### src/value_noise_terrain_height_top_macros.svh
// assertion macros for the value noise terrain height block
// no dependencies; taken in by the top level
`ifndef VALUE_NOISE_TERRAIN_HEIGHT_TOP_MACROS_SVH
`define VALUE_NOISE_TERRAIN_HEIGHT_TOP_MACROS_SVH

`ifndef NO_ASSERTIONS

// antecedent implies consequent in the same cycle
`define VNTH_ASSERT_IMP(lbl, clk_s, rstn_s, ante, cons) \
	lbl: assert property (@(posedge clk_s) disable iff (!rstn_s) (ante) |-> (cons)) \
		else $error("vnth assertion failed");

// antecedent implies consequent a fixed number of cycles later
`define VNTH_ASSERT_DLY(lbl, clk_s, rstn_s, ante, dly, cons) \
	lbl: assert property (@(posedge clk_s) disable iff (!rstn_s) (ante) |-> ##dly (cons)) \
		else $error("vnth assertion failed");

`else

`define VNTH_ASSERT_IMP(lbl, clk_s, rstn_s, ante, cons)
`define VNTH_ASSERT_DLY(lbl, clk_s, rstn_s, ante, dly, cons)

`endif

`endif

### src/vnth_pkg.sv
// shared constants and types for the value noise terrain height block
// no dependencies
package vnth_pkg;

	// default parameter values
	localparam int DEF_COORD_BITS    = 24;
	localparam int DEF_FRAC_BITS     = 16;
	localparam int DEF_HEIGHT_LEVELS = 64;

	// lattice hash constants
	localparam logic [31:0] HASH_MUL_B   = 32'd57;
	localparam logic [31:0] HASH_MUL_S   = 32'd131;
	localparam int          HASH_SHIFT   = 13;
	localparam logic [31:0] HASH_MUL_SQ  = 32'd15731;
	localparam logic [31:0] HASH_ADD_SQ  = 32'd789221;
	localparam logic [31:0] HASH_ADD_OUT = 32'd1376312589;
	localparam logic [31:0] HASH_HALF    = 32'd1073741824;

	// register stages: one scaling stage, four hash stages, four blend, two height
	localparam int PIPE_LAT    = 11;

	// register reset values
	localparam logic [31:0] RST_NOISE_SEED  = 32'd12345;
	localparam logic [15:0] RST_FREQ        = 16'd3277;
	localparam int          RST_BASE        = 25;
	localparam int          RST_SCALE       = 15;
	localparam int          RST_MIN         = 5;
	localparam int          RST_MAX         = 54;
	localparam logic [31:0] RST_TREE_SEED   = 32'd54321;
	localparam logic [30:0] RST_TREE_LIMIT  = 31'd139586437;

	localparam int CFG_IDX_BITS  = 3;
	localparam int CFG_DATA_BITS = 32;

	typedef enum logic [CFG_IDX_BITS-1:0] {
		REG_NOISE_SEED  = 3'd0,
		REG_FREQ        = 3'd1,
		REG_BASE        = 3'd2,
		REG_SCALE       = 3'd3,
		REG_MIN         = 3'd4,
		REG_MAX         = 3'd5,
		REG_TREE_SEED   = 3'd6,
		REG_TREE_LIMIT  = 3'd7
	} cfg_reg_t;

endpackage

### src/vnth_hash.sv
// four-stage pipelined 32-bit lattice hash
// depends on vnth_pkg
module vnth_hash import vnth_pkg::*; (
	input  logic        clk,
	input  logic [31:0] a,
	input  logic [31:0] b,
	input  logic [31:0] seed,
	output logic [30:0] h
);

	logic [31:0] n_mix;
	logic [31:0] n_s1, n_s2, n_s3;
	logic [31:0] sq_s2;
	logic [31:0] m_s3;
	logic [30:0] h_s4;
	logic [31:0] prod;

	always_comb begin
		n_mix = a + b * HASH_MUL_B + seed * HASH_MUL_S;
		n_mix = (n_mix << HASH_SHIFT) ^ n_mix;
		prod  = n_s3 * m_s3 + HASH_ADD_OUT;
	end

	always_ff @(posedge clk) begin
		n_s1  <= n_mix;
		n_s2  <= n_s1;
		sq_s2 <= n_s1 * n_s1;
		n_s3  <= n_s2;
		m_s3  <= sq_s2 * HASH_MUL_SQ + HASH_ADD_SQ;
		h_s4  <= prod[30:0];
	end

	assign h = h_s4;

endmodule

### config.mk
export PLATFORM = sky130hd
export DESIGN_NAME = vnth_hash
export DESIGN_NICKNAME = d
export VERILOG_FILES = /design/src/value_noise_terrain_height_top_macros.svh /design/src/vnth_pkg.sv /design/src/vnth_hash.sv
export SDC_FILE = /design/constraint.sdc
export NUM_CORES = 2
export LEC_CHECK = 0
export BUFFER_PORTS_ARGS = -buffer_cell sky130_fd_sc_hd__buf_2
export CORE_ASPECT_RATIO = 0.9
export CORE_MARGIN = 4
export CORE_UTILIZATION = 65
export CTS_CLUSTER_DIAMETER = 200
export DETAILED_ROUTE_END_ITERATION = 10
export GPL_TIMING_DRIVEN = 1
export MAX_ROUTING_LAYER = met4
export PLACE_DENSITY = 0.9
export SETUP_SLACK_MARGIN = 0.02
export SLEW_MARGIN = 30
export SYNTH_ARGS = -nofsm -noshare
export SYNTH_HDL_FRONTEND = slang
export SYNTH_SLANG_ARGS = --single-unit
### constraint.sdc
create_clock -name clk -period 17.3 [get_ports clk]
set_input_delay 3.46 -clock clk [delete_from_list [all_inputs] [get_ports clk]]
set_output_delay 3.46 -clock clk [all_outputs]
set_load 0.01 [all_outputs]
# Word-level counts from Yosys, hierarchy flattened
# Index checks and enable logic that the tools add are counted.
# word_totals
ff_bits	191
inputBits	97
out_inout_bits	31
# op_classes
n_addsub	4
n_mul	5
bitwise_logic	1
# ops
op	n
32-bit adder	2
32-bit by 20-bit adder with 32-bit output (second input constant)	1
32-bit by 14-bit multiplier with 32-bit output (second input constant)	1
32-bit by 32-bit multiplier with 31-bit output	1
32-bit by 32-bit multiplier with 32-bit output	1
32-bit by 6-bit multiplier with 32-bit output (second input constant)	1
32-bit by 8-bit multiplier with 32-bit output (second input constant)	1
32-bit bitwise XOR	1
31-bit adder (second input constant)	1

# Longest topological paths before layout
# depth
ltp_word	4
mapped_depth	28
mapped_depth_nobuf	26

# Worst setup path before layout
# Ideal clock, no wire load.
# synth_timing
path_kind	input-to-reg
from	input b[3]
to	register n_s1[30]
setup_time_ps	72
t_arrival_ps	8283
t_required_ps	17228
path_slack_ps	8945
path_stages	18
path_buffers	0
path_cell_list	fa_1 > fa_1 > fa_1 > inv_1 > fa_1 > inv_1 > ha_1 > fa_1 > ha_1 > or3_1 > o21bai_1 > a21boi_1 > o21bai_1 > a211o_1 > a31oi_2 > o21ai_0 > a211oi_1 > xnor2_1
# synth_between
elab_chain_len	4
# synth_rtl
item	line	rtl
start, declared	vnth_hash.sv:6	input logic [31:0] b,
32-bit by 6-bit multiplier with 32-bit output	vnth_hash.sv:19	n_mix = a + b * HASH_MUL_B + seed * HASH_MUL_S;
32-bit adder (2 in a row)	vnth_hash.sv:19	
32-bit bitwise XOR	vnth_hash.sv:20	n_mix = (n_mix << HASH_SHIFT) ^ n_mix;
named net n_mix[30]	vnth_hash.sv:11	logic [31:0] n_mix;
end signal, assigned	vnth_hash.sv:25	n_s1 <= n_mix;
end, declared	vnth_hash.sv:12	logic [31:0] n_s1, n_s2, n_s3;
# The timed path passes the listed nets, and every way through them passes these cells.

# Worst setup path after layout
# Same ends and word-level chain as after synthesis.

==> run summary <==
most used cell, CP: fa_1
Inserted Clock Buffers: 17
Core Box Area: 65600 um^2
DRC Markers: 0
DR WL/cell: 19.1 um
I/O Pins: 128
fin nets: 5967
clock buffer depth: 2
# H-tree levels: 4
Slew Viols, Final: 0
layout cells sized above 1: 0.0478
Worst Hold Class: reg -> reg
Seq/Total Area, Yosys: 0.0850
top post-synthesis cells by area: fa_1, ha_1, inv_1, dfxtp_1, and2_1
RD Place Congestion: 0.962
Final HPWL DP: 82400 um
Cell Chain, Critical Path: buf_2, fa_1, fa_1, fa_1, inv_1, fa_1, inv_1, ha_1, fa_1, ha_1, or3_1, o21bai_1, a21boi_1, o21bai_1, a211o_1, a31oi_2, o21ai_0, a211oi_1, xnor2_1
fmax: 116 MHz
CTS tree: built
Num Clock Sinks: 183
number of vias per cell: 5.58
P&R area growth vs syn: 4.90%
first-pass GRT wire length: 168000 um
largest area contributor in the netlist: fa_1
top cells by count, synth: inv_1, fa_1, ha_1
Max-Cap Viols: 0
final hold vios: 0
Root Buffer: clkbuf_16
Slew @ Worst Pin: 1.07 ns
Die Y: 252 um
Syn Area/Cell: 9.98 um^2
#FFs+latches synth: 183
status: finished, final reports clean
DR vias: 29400
Slowest-stage cell, CP: fa_1
Mapped Area: 43100 um^2
count of mapped cells out of synthesis: 4321
hold buffers post-CTS: 0
critical path data arrival time: 9.01 ns
final worst slack: 8.70 ns
Initial DRC Count: 2046
Main synth FF type: dfxtp_1
CP Launch Type: input port
DRT Pass-1 Iters: 6
crit path kind: in -> reg
fraction of registers with async set or reset after synthesis: 0
setup violators final: 0
Final Cycle Share: 0.497
Post CTS Setup Buffer Count: 0
Setup TNS: 0 ns
Max Clock Skew: 0.0108 ns
Starting Density: 0.657
Period minus WS final: 8.60 ns
GRT Residual Overflow: 0
number of synthesized flops with an enable pin: 0
fillcell total: 4432
Gates resized, CTS repair: 0
clk_lat worst skew: 0.49 ns
Final ANT Viol Nets: 0
Synth Warn #: 0
clock transition at the registers of the reported paths: 0.08 ns
RSZ-0062 raised after global routing: no
dpl ws: 8.19 ns
storage element area: 3670 um^2
DIE AREA: 70500 um^2
Max FO, Critical Path: 4
Critical Path End Type: flip-flop
Multi-input gate area: 34600 um^2
Max transition margin: 0.285
number of port buffers: 124
Req. time, crit path: 17.72 ns
largest net degree at the start of global routing: 34
Die W: 279 um
Synth top area share: 0.474
count leader, synth: inv_1
std cell rows: 89
initial antenna violation count: 0
largest delay contributor family on the critical path: adder cells
number of global-route vias before repair: 33600
All-Layer GR Usage: 0.312
max incr delay on CP: 0.55 ns
buffers plus inverters on the worst setup path: 3
final wirelength: 101000 um
synth unique cells: 62
## stage by stage
stage | instance area (um^2) | instances | utilization | hold slack (ns)
after CTS | 45200 | 5261 | 0.689 | 0.321
after global placement | 44600 | 5229 | 0.680 | 0.309
after detailed placement | 44600 | 5229 | 0.680 | 0.312
after global routing | 45200 | 5261 | 0.689 | 0.330
final | 45200 | 5263 | 0.690 | 0.324
after floorplan | 43100 | 4325 | - | 0.310
## state kept, by name, indices dropped and copies added, names as in the netlist
signal,flops
m_s3,30
sq_s2,30
h,31
n_s2,30
n_s1,31
n_s3,31
## layer usage
metal  up-vias  global-route usage  share of wire
met1     14900               0.377           0.37
met2      1361               0.524           0.50
met3       382              0.0536          0.081
met5         -                   -              0
met4         0               0.130          0.047
li1      12700                   -              -
## worst register-to-register path, stage by stage (launching register included)
cell and delay (ns):
dfxtp_1 1.04, and2_1 0.26, fa_1 0.44, fa_1 0.51, fa_1 0.54, inv_1 0.06, fa_1 0.49, inv_1 0.06
ha_1 0.27, inv_1 0.06, fa_1 0.53, inv_1 0.05, fa_1 0.49, fa_1 0.42, ha_1 0.36, and3_1 0.24
a31oi_1 0.16, o21ai_0 0.10, a21oi_1 0.34, o21ai_0 0.33, a41oi_1 0.67, o31ai_1 0.22, a21oi_1 0.22, xnor2_1 0.14
## layout make-up
type                            count  share of cell area
Timing Repair Buffer              152              0.0184
Inverter                         1175              0.0975
Clock inverter                     13             0.00302
Sequential cell                   183              0.0813
Clock buffer                       19              0.0100
Tap cell                          864              0.0239
Antenna cell                        2            0.000111
Multi-Input combinational cell   2855               0.766
## final timing paths
kind | end | slack [ns] | start | cells after the start
setup / recovery | n_s1[30] | 8.70 | b[3] | 19
hold / removal | n_s3[26] | 0.32 | n_s2[26] | 0
setup reg to reg | h[29] | 9.25 | n_s3[7] | 23
hold reg to reg | n_s3[26] | 0.32 | n_s2[26] | 0
## cells in the final DEF (no fill, tap or decap), types with 10 or more instances in the layout
master / Yosys / routed
nor2b_1: 13 / 13
dfxtp_1: 183 / 174
xnor2_1: 188 / 188
o21bai_1: 19 / 19
nor2_1: 53 / 53
o21a_1: 15 / 15
clkbuf_16: 0 / 17
ha_1: 465 / 465
inv_1: 1175 / 1175
nand3_1: 15 / 15
xor2_1: 56 / 56
a21o_1: 45 / 45
and3_1: 10 / 10
a31oi_1: 10 / 10
nor3_1: 14 / 14
o21ai_0: 36 / 36
buf_2: 0 / 124
a21oi_1: 82 / 82
and2_1: 398 / 398
buf_4: 0 / 28
nand2b_1: 11 / 11
nand2_1: 317 / 317
fa_1: 1021 / 1021
## cell families (layout without fill, tap and decap cells)
logic type | Yosys count | in the layout | synth area share
multiplexers | 2 | 2 | 0.000464
buffers and inverters | 1287 | 1359 | 0.112
flip-flops | 183 | 183 | 0.0850
AO/OA/AOI/OAI | 263 | 263 | 0.0414
adder cells (fa/ha/maj) | 1486 | 1486 | 0.609
other | 2 | 8 | 0.000174
XOR/XNOR | 245 | 245 | 0.0501
AND/OR/NAND/NOR | 853 | 853 | 0.102
Power is not shown: default switching activity piles up to over one toggle a cycle in this logic, so the estimate is an artifact.
