## src/value_noise_terrain_height_top_macros.svh

```systemverilog
// assertion macros for the value noise terrain height block
// no dependencies; taken in by the top level
`ifndef VALUE_NOISE_TERRAIN_HEIGHT_TOP_MACROS_SVH
`define VALUE_NOISE_TERRAIN_HEIGHT_TOP_MACROS_SVH

`ifndef NO_ASSERTIONS

// antecedent implies consequent in the same cycle
`define VNTH_ASSERT_IMP(lbl, clk_s, rstn_s, ante, cons) \
	lbl: assert property (@(posedge clk_s) disable iff (!rstn_s) (ante) |-> (cons)) \
		else $error("vnth assertion failed");

// antecedent implies consequent a fixed number of cycles later
`define VNTH_ASSERT_DLY(lbl, clk_s, rstn_s, ante, dly, cons) \
	lbl: assert property (@(posedge clk_s) disable iff (!rstn_s) (ante) |-> ##dly (cons)) \
		else $error("vnth assertion failed");

`else

`define VNTH_ASSERT_IMP(lbl, clk_s, rstn_s, ante, cons)
`define VNTH_ASSERT_DLY(lbl, clk_s, rstn_s, ante, dly, cons)

`endif

`endif

```

## src/vnth_pkg.sv

```systemverilog
// shared constants and types for the value noise terrain height block
// no dependencies
package vnth_pkg;

	// default parameter values
	localparam int DEF_COORD_BITS    = 24;
	localparam int DEF_FRAC_BITS     = 16;
	localparam int DEF_HEIGHT_LEVELS = 64;

	// lattice hash constants
	localparam logic [31:0] HASH_MUL_B   = 32'd57;
	localparam logic [31:0] HASH_MUL_S   = 32'd131;
	localparam int          HASH_SHIFT   = 13;
	localparam logic [31:0] HASH_MUL_SQ  = 32'd15731;
	localparam logic [31:0] HASH_ADD_SQ  = 32'd789221;
	localparam logic [31:0] HASH_ADD_OUT = 32'd1376312589;
	localparam logic [31:0] HASH_HALF    = 32'd1073741824;

	// register stages: one scaling stage, four hash stages, four blend, two height
	localparam int PIPE_LAT    = 11;

	// register reset values
	localparam logic [31:0] RST_NOISE_SEED  = 32'd12345;
	localparam logic [15:0] RST_FREQ        = 16'd3277;
	localparam int          RST_BASE        = 25;
	localparam int          RST_SCALE       = 15;
	localparam int          RST_MIN         = 5;
	localparam int          RST_MAX         = 54;
	localparam logic [31:0] RST_TREE_SEED   = 32'd54321;
	localparam logic [30:0] RST_TREE_LIMIT  = 31'd139586437;

	localparam int CFG_IDX_BITS  = 3;
	localparam int CFG_DATA_BITS = 32;

	typedef enum logic [CFG_IDX_BITS-1:0] {
		REG_NOISE_SEED  = 3'd0,
		REG_FREQ        = 3'd1,
		REG_BASE        = 3'd2,
		REG_SCALE       = 3'd3,
		REG_MIN         = 3'd4,
		REG_MAX         = 3'd5,
		REG_TREE_SEED   = 3'd6,
		REG_TREE_LIMIT  = 3'd7
	} cfg_reg_t;

endpackage

```

## src/vnth_height.sv

```systemverilog
// two-stage noise scaling, truncation and clamping to a terrain height
// depends on vnth_pkg
module vnth_height import vnth_pkg::*; #(
	parameter int FRAC_BITS     = DEF_FRAC_BITS,
	parameter int HEIGHT_LEVELS = DEF_HEIGHT_LEVELS
) (
	input  logic                                clk,
	input  logic                                arst_n,
	input  logic                                in_valid,
	input  logic signed [FRAC_BITS+1:0]         noise_in,
	input  logic [$clog2(HEIGHT_LEVELS)-1:0]    base,
	input  logic [$clog2(HEIGHT_LEVELS)-1:0]    scale,
	input  logic [$clog2(HEIGHT_LEVELS)-1:0]    hmin,
	input  logic [$clog2(HEIGHT_LEVELS)-1:0]    hmax,
	output logic                                out_valid,
	output logic signed [FRAC_BITS+1:0]         noise_out,
	output logic [$clog2(HEIGHT_LEVELS)-1:0]    height
);

	localparam int F  = FRAC_BITS;
	localparam int HB = $clog2(HEIGHT_LEVELS);
	localparam int NW = F + 2;
	localparam int TW = NW + HB + 1;

	logic                 v_s10, v_s11;
	logic signed [TW-1:0] t_s10;
	logic signed [NW-1:0] noise_s10, noise_s11;
	logic [HB-1:0]        height_s11;

	logic                 neg;
	logic [TW-1:0]        mag;
	logic [HB-1:0]        qm;
	logic signed [HB+1:0] q, hraw, hcap, hclamp;

	// truncation toward zero: shift the magnitude, then restore the sign
	always_comb begin
		neg    = t_s10[TW-1];
		mag    = neg ? TW'(-t_s10) : TW'(t_s10);
		qm     = mag[F+HB-1:F];
		q      = neg ? -$signed({2'b00, qm}) : $signed({2'b00, qm});
		hraw   = $signed({2'b00, base}) + q;
		hcap   = (hraw > $signed({2'b00, hmax})) ? $signed({2'b00, hmax}) : hraw;
		hclamp = (hcap < $signed({2'b00, hmin})) ? $signed({2'b00, hmin}) : hcap;
	end

	always_ff @(posedge clk or negedge arst_n) begin
		if (!arst_n) begin
			v_s10 <= 1'b0;
			v_s11 <= 1'b0;
		end else begin
			v_s10 <= in_valid;
			v_s11 <= v_s10;
		end
	end

	always_ff @(posedge clk) begin
		t_s10      <= TW'(noise_in) * TW'($signed({1'b0, scale}));
		noise_s10  <= noise_in;
		noise_s11  <= noise_s10;
		height_s11 <= hclamp[HB-1:0];
	end

	assign out_valid = v_s11;
	assign noise_out = noise_s11;
	assign height    = height_s11;

endmodule

```

## config.mk

```make
export PLATFORM = sky130hd
export DESIGN_NAME = vnth_height
export DESIGN_NICKNAME = d
export VERILOG_FILES = /design/src/value_noise_terrain_height_top_macros.svh /design/src/vnth_pkg.sv /design/src/vnth_height.sv
export SDC_FILE = /design/constraint.sdc
export NUM_CORES = 1
export LEC_CHECK = 0
export BUFFER_PORTS_ARGS = -buffer_cell sky130_fd_sc_hd__buf_2
export CAP_MARGIN = 20
export CORE_AREA = 2 2 164 166
export DETAILED_ROUTE_END_ITERATION = 12
export DIE_AREA = 0 0 166 168
export PLACE_DENSITY = 0.49
export SLEW_MARGIN = 20
export SYNTH_ARGS = -nofsm -noshare
export SYNTH_HDL_FRONTEND = slang
export SYNTH_SLANG_ARGS = --single-unit
```

## constraint.sdc

```tcl
create_clock -name clk -period 15.25 [get_ports clk]
set_input_delay 3.05 -clock clk [delete_from_list [all_inputs] [get_ports clk]]
set_output_delay 3.05 -clock clk [all_outputs]
set_load 0.005 [all_outputs]
```

Word level (Yosys, flattened, before mapping) --
Index checks and enable logic that the tools add are counted.
Operators by class: mux-type cells 4, add/subtract/negate cells 3, $mul 1, order comparisons 2
Operator list (count):
- $mul A18 B7 Y25 | 1
- $mux W22 | 1
- $neg A22 Y22 | 1
- $mux W8 | 2
- $add A7 B8 Y8 | 1
- $gt A8 B7 Y1 | 1
- $lt A8 B7 Y1 | 1
- $neg A6 Y8 | 1
- $mux W6 | 1
Storage, ports and cells: register bits after elaboration 69, logic and storage cells 16, bits of input ports 45, output and inout bits 25

Depth between registers and ports, before layout --
depth after elaboration 9, depth in mapped cells 31, mapped depth without buffers 30

Worst setup path before layout --
Ideal clock, no wire load.
path kind in2reg, from input scale[3], to register t_s10[21], stages on the path 19, setup time 0.072 ns, path slack 7.694 ns, data required time 15.178 ns, arrival 7.483 ns, path buffers 1, path through clkbuf_1 > nand2_1 > fa_1 > inv_1 > fa_1 > inv_1 > fa_1 > inv_1 > fa_1 > ha_1 > nand2_1 > nor2_1 > a22oi_1 > o31ai_1 > o41ai_1 > o2111ai_1 > a31o_2 > a21oi_1 > xnor2_1
On the way: word-level cells in the longest chain between the ends 1
Ends and longest elaborated chain:
- start: declaration | line vnth_height.sv:12 | input logic [$clog2(HEIGHT_LEVELS)-1:0] scale,
- $mul A18 B7 Y25 | line vnth_height.sv:57 | t_s10 <= TW'(noise_in) * TW'($signed({1'b0, scale}));
- end signal: assignment | line vnth_height.sv:57
- end: declaration | line vnth_height.sv:26 | logic signed [TW-1:0] t_s10;
Every way passes these cells.

Worst setup path after layout --
Ends and elaborated chain as after synthesis.

==> flow_metrics.env <==
export IMPL_status="completed"
export IMPL_final_common_cell="inv_1"
export IMPL_worst_pin_slew_ns=0.694
export IMPL_muxShareOfSynthArea_pct=1.81
export IMPL_area_growth_pct=17.2
export IMPL_min_delay_path_class="register to register"
export IMPL_die_height_um=168
export IMPL_ys_ff_latch=67
export IMPL_crit_path_end_kind="register"
export IMPL_clk_pin_slew_worst_paths_ns=0.06
export IMPL_ant_nets=0
export IMPL_hpwl_mm=10.7
export IMPL_synth_area_mm2=0.00616
export IMPL_synth_distinct_cells=59
export IMPL_drt_pass1_iter_count=4
export IMPL_async_flop_share_pct=2.99
export IMPL_worstSetupPathType="primary input to register"
export IMPL_drc=0
export IMPL_synth_top_family_by_area="adder cells"
export IMPL_grt_usage_pct=9.89
export IMPL_reg2reg_to="height[4]"
export IMPL_synth_avg_cell_area_um2=9.99
export IMPL_dieWidth_um=166
export IMPL_clock_skew_ns=0.00655
export IMPL_fp_coreArea_mm2=0.0264
export IMPL_clock_path_buffers=2
export IMPL_drive_gt1_share_pct=15.1
export IMPL_r2r_slack_ns=8.54
export IMPL_cellPowerDensity_mw_per_mm2=196
export IMPL_setup_viol=0
export IMPL_post_drt_wl_per_cell_um=12.6
export IMPL_final_cell_mix="inv_1, fa_1, and2_1, ha_1, buf_2"
export IMPL_dieArea_mm2=0.0279
export IMPL_rr_startpoint="t_s10[2]"
export IMPL_synth_ff_type="dfxtp_1"
export IMPL_overflow=0
export IMPL_crit_fanout=18
export IMPL_numPortBuffers=69
export IMPL_place_congestion=0.735
export IMPL_endpoint="t_s10[21]"
export IMPL_synth_fa_ha_area_share_pct=38.9
export IMPL_required_ns=15.51
export IMPL_antenna_found_initial=0
export IMPL_clkLatencyLatePin_ns=0.33
export IMPL_synth_edf_count=0
export IMPL_cts_tree="yes"
export IMPL_synth_largest_area_cell="fa_1"
export IMPL_leakage_uw=0.00353
export IMPL_post_cts_setup_buffers=0
export IMPL_route_vias_total=4321
export IMPL_r2r_worst_path_cells=28
export IMPL_nNetsFinal=880
export IMPL_cts_sinks=67
export IMPL_max_freq_mhz=130
export IMPL_numCtsBuffers=9
export IMPL_hold_buffers=0
export IMPL_num_antenna_cells=0
export IMPL_grt_pass1_wl_mm=22.2
export IMPL_syn_num_nets=808
export IMPL_final_area_mm2=0.00723
export IMPL_rows=60
export IMPL_initial_core_util_pct=23.4
export IMPL_synth_warnings=0
export IMPL_synth_compound_area_share_pct=8.97
export IMPL_grt_pass1_vias=4453
export IMPL_finalHoldViolCount=0
export IMPL_place_inst=1019
export IMPL_cts_max_level=3
export IMPL_synth_simple_gate_area_share_pct=18.4
export IMPL_io_pins=70
export IMPL_period_share_pct=50.5
export IMPL_finalSetupTns_ns=0
export IMPL_grt_max_degree=19
export IMPL_slew_violations=0
export IMPL_synth_area_top_cells="fa_1, dfxtp_1, ha_1"
export IMPL_via_per_inst=4.17
export IMPL_dr_first_iter_drc_count=100
export IMPL_synth_cells=617
export IMPL_ys_seq_area_share_pct=21.9
export IMPL_relSlewSlack_pct=53.1
export IMPL_period_needed_ns=7.70
export IMPL_drt_wl_total_mm=13.0
export IMPL_vdd_drop_max_uv=96.8
export IMPL_finalNonFillerCells=1035
export IMPL_worstPathArrival_ns=7.96
export IMPL_finalWorstSetupSlack_ns=7.55
export IMPL_yosys_area_top_type_share_pct=24.7
export IMPL_synth_xor_area_share_pct=4.69
export IMPL_rsz0062_at_grt="false"
export IMPL_post_cts_resized=0
export IMPL_ctsRootBufferMaster="clkbuf_16"
export IMPL_start_kind="primary input"
export IMPL_num_fill_cells=2791
export IMPL_drv_cap=0
export IMPL_postPlaceCellArea_mm2=0.00691
export IMPL_pre_cts_ws_ns=7.23
export IMPL_setup_worst_path_start="scale[3]"
==> worst max-delay path: stages <==
cell and delay (ns):
buf_2 0.35, nand2_1 0.14, fa_1 0.55, inv_1 0.05, fa_1 0.47, fa_1 0.52
fa_1 0.49, ha_1 0.34, o21ai_0 0.16, nand2b_1 0.13, a22oi_1 0.17, o31ai_1 0.12
o41ai_1 0.59, o2111ai_1 0.24, a31o_2 0.27, a21oi_1 0.17, xnor2_1 0.13
==> flip-flops by register name, summed over array words and instances (netlist names) <==
signal     flops
t_s10         23
noise_out     18
height         6
out_valid      1
noise_s10     18
v_s10          1
==> synthesized netlist by cell type, types with 9 or more instances <==
cell,number
ha_1,70
and2_1,75
nand2_1,51
xnor2_1,20
a21oi_1,21
nor3_1,9
inv_1,80
xor2_1,13
nor2_1,15
fa_1,76
dfxtp_1,65
o21ai_0,12
==> how the worst min path moves through the flow <==
| stage | start | endpoint | slack [ns] | cells after the start |
|---|---|---|---|---|
| finish | noise_s10[14] | noise_out[14] | 0.32 | 0 |
| global route | noise_s10[14] | noise_out[14] | 0.33 | 0 |
| CTS | noise_s10[14] | noise_out[14] | 0.32 | 0 |
| detailed placement | noise_s10[4] | noise_out[4] | 0.31 | 0 |
| global placement | noise_s10[1] | noise_out[1] | 0.31 | 0 |
| floorplan | noise_s10[0] | noise_out[0] | 0.31 | 0 |
==> cell type report <==
class                      count  area [µm²]  area share [%]
clock inverter                 6        90.1            1.25
tap                          341         427            5.90
timing repair buffer          69         345            4.78
sequential                    67        1350            18.7
clock buffer                  10         229            3.17
multi-input combinational    462        4480            62.0
inverter                      80         300            4.16
==> through the flow <==
step / util [%] / total power [µW] / hold WS [ns]
after floorplan: - / 1010 / 0.310
after global placement: 26.2 / 1210 / 0.310
after detailed placement: 26.2 / 1220 / 0.312
after CTS: 27.4 / 1450 / 0.318
after global routing: 27.4 / 1570 / 0.328
final: 27.4 / 1420 / 0.322
==> per-layer routing <==
layer | vias to the layer above | global-route usage [%] | share of wire (%)
li1 | 2162 | - | -
met1 | 2109 | 12.4 | 46
met2 | 44 | 17.3 | 51
met3 | 6 | 2.16 | 2.8
met4 | 0 | 2.50 | 0.73
met5 | - | 0 | 0
==> cells by family (layout without fill, tap and decap cells) <==
kind of cell / after synthesis / count (layout)
mux: 8 / 8
fa+ha+maj: 146 / 146
flops: 67 / 67
buf+inv: 88 / 165
xor+xnor: 33 / 33
compound gates: 78 / 78
simple gates: 197 / 197
==> where the power goes <==
| group | internal [µW] | switching, µW |
|---|---|---|
| Sequential | 225 | 33.5 |
| Combinational | 427 | 509 |
| Clock | 143 | 81.8 |
| Total | 795 | 624 |
No activity file was read; power rests on OpenSTA's default activity.
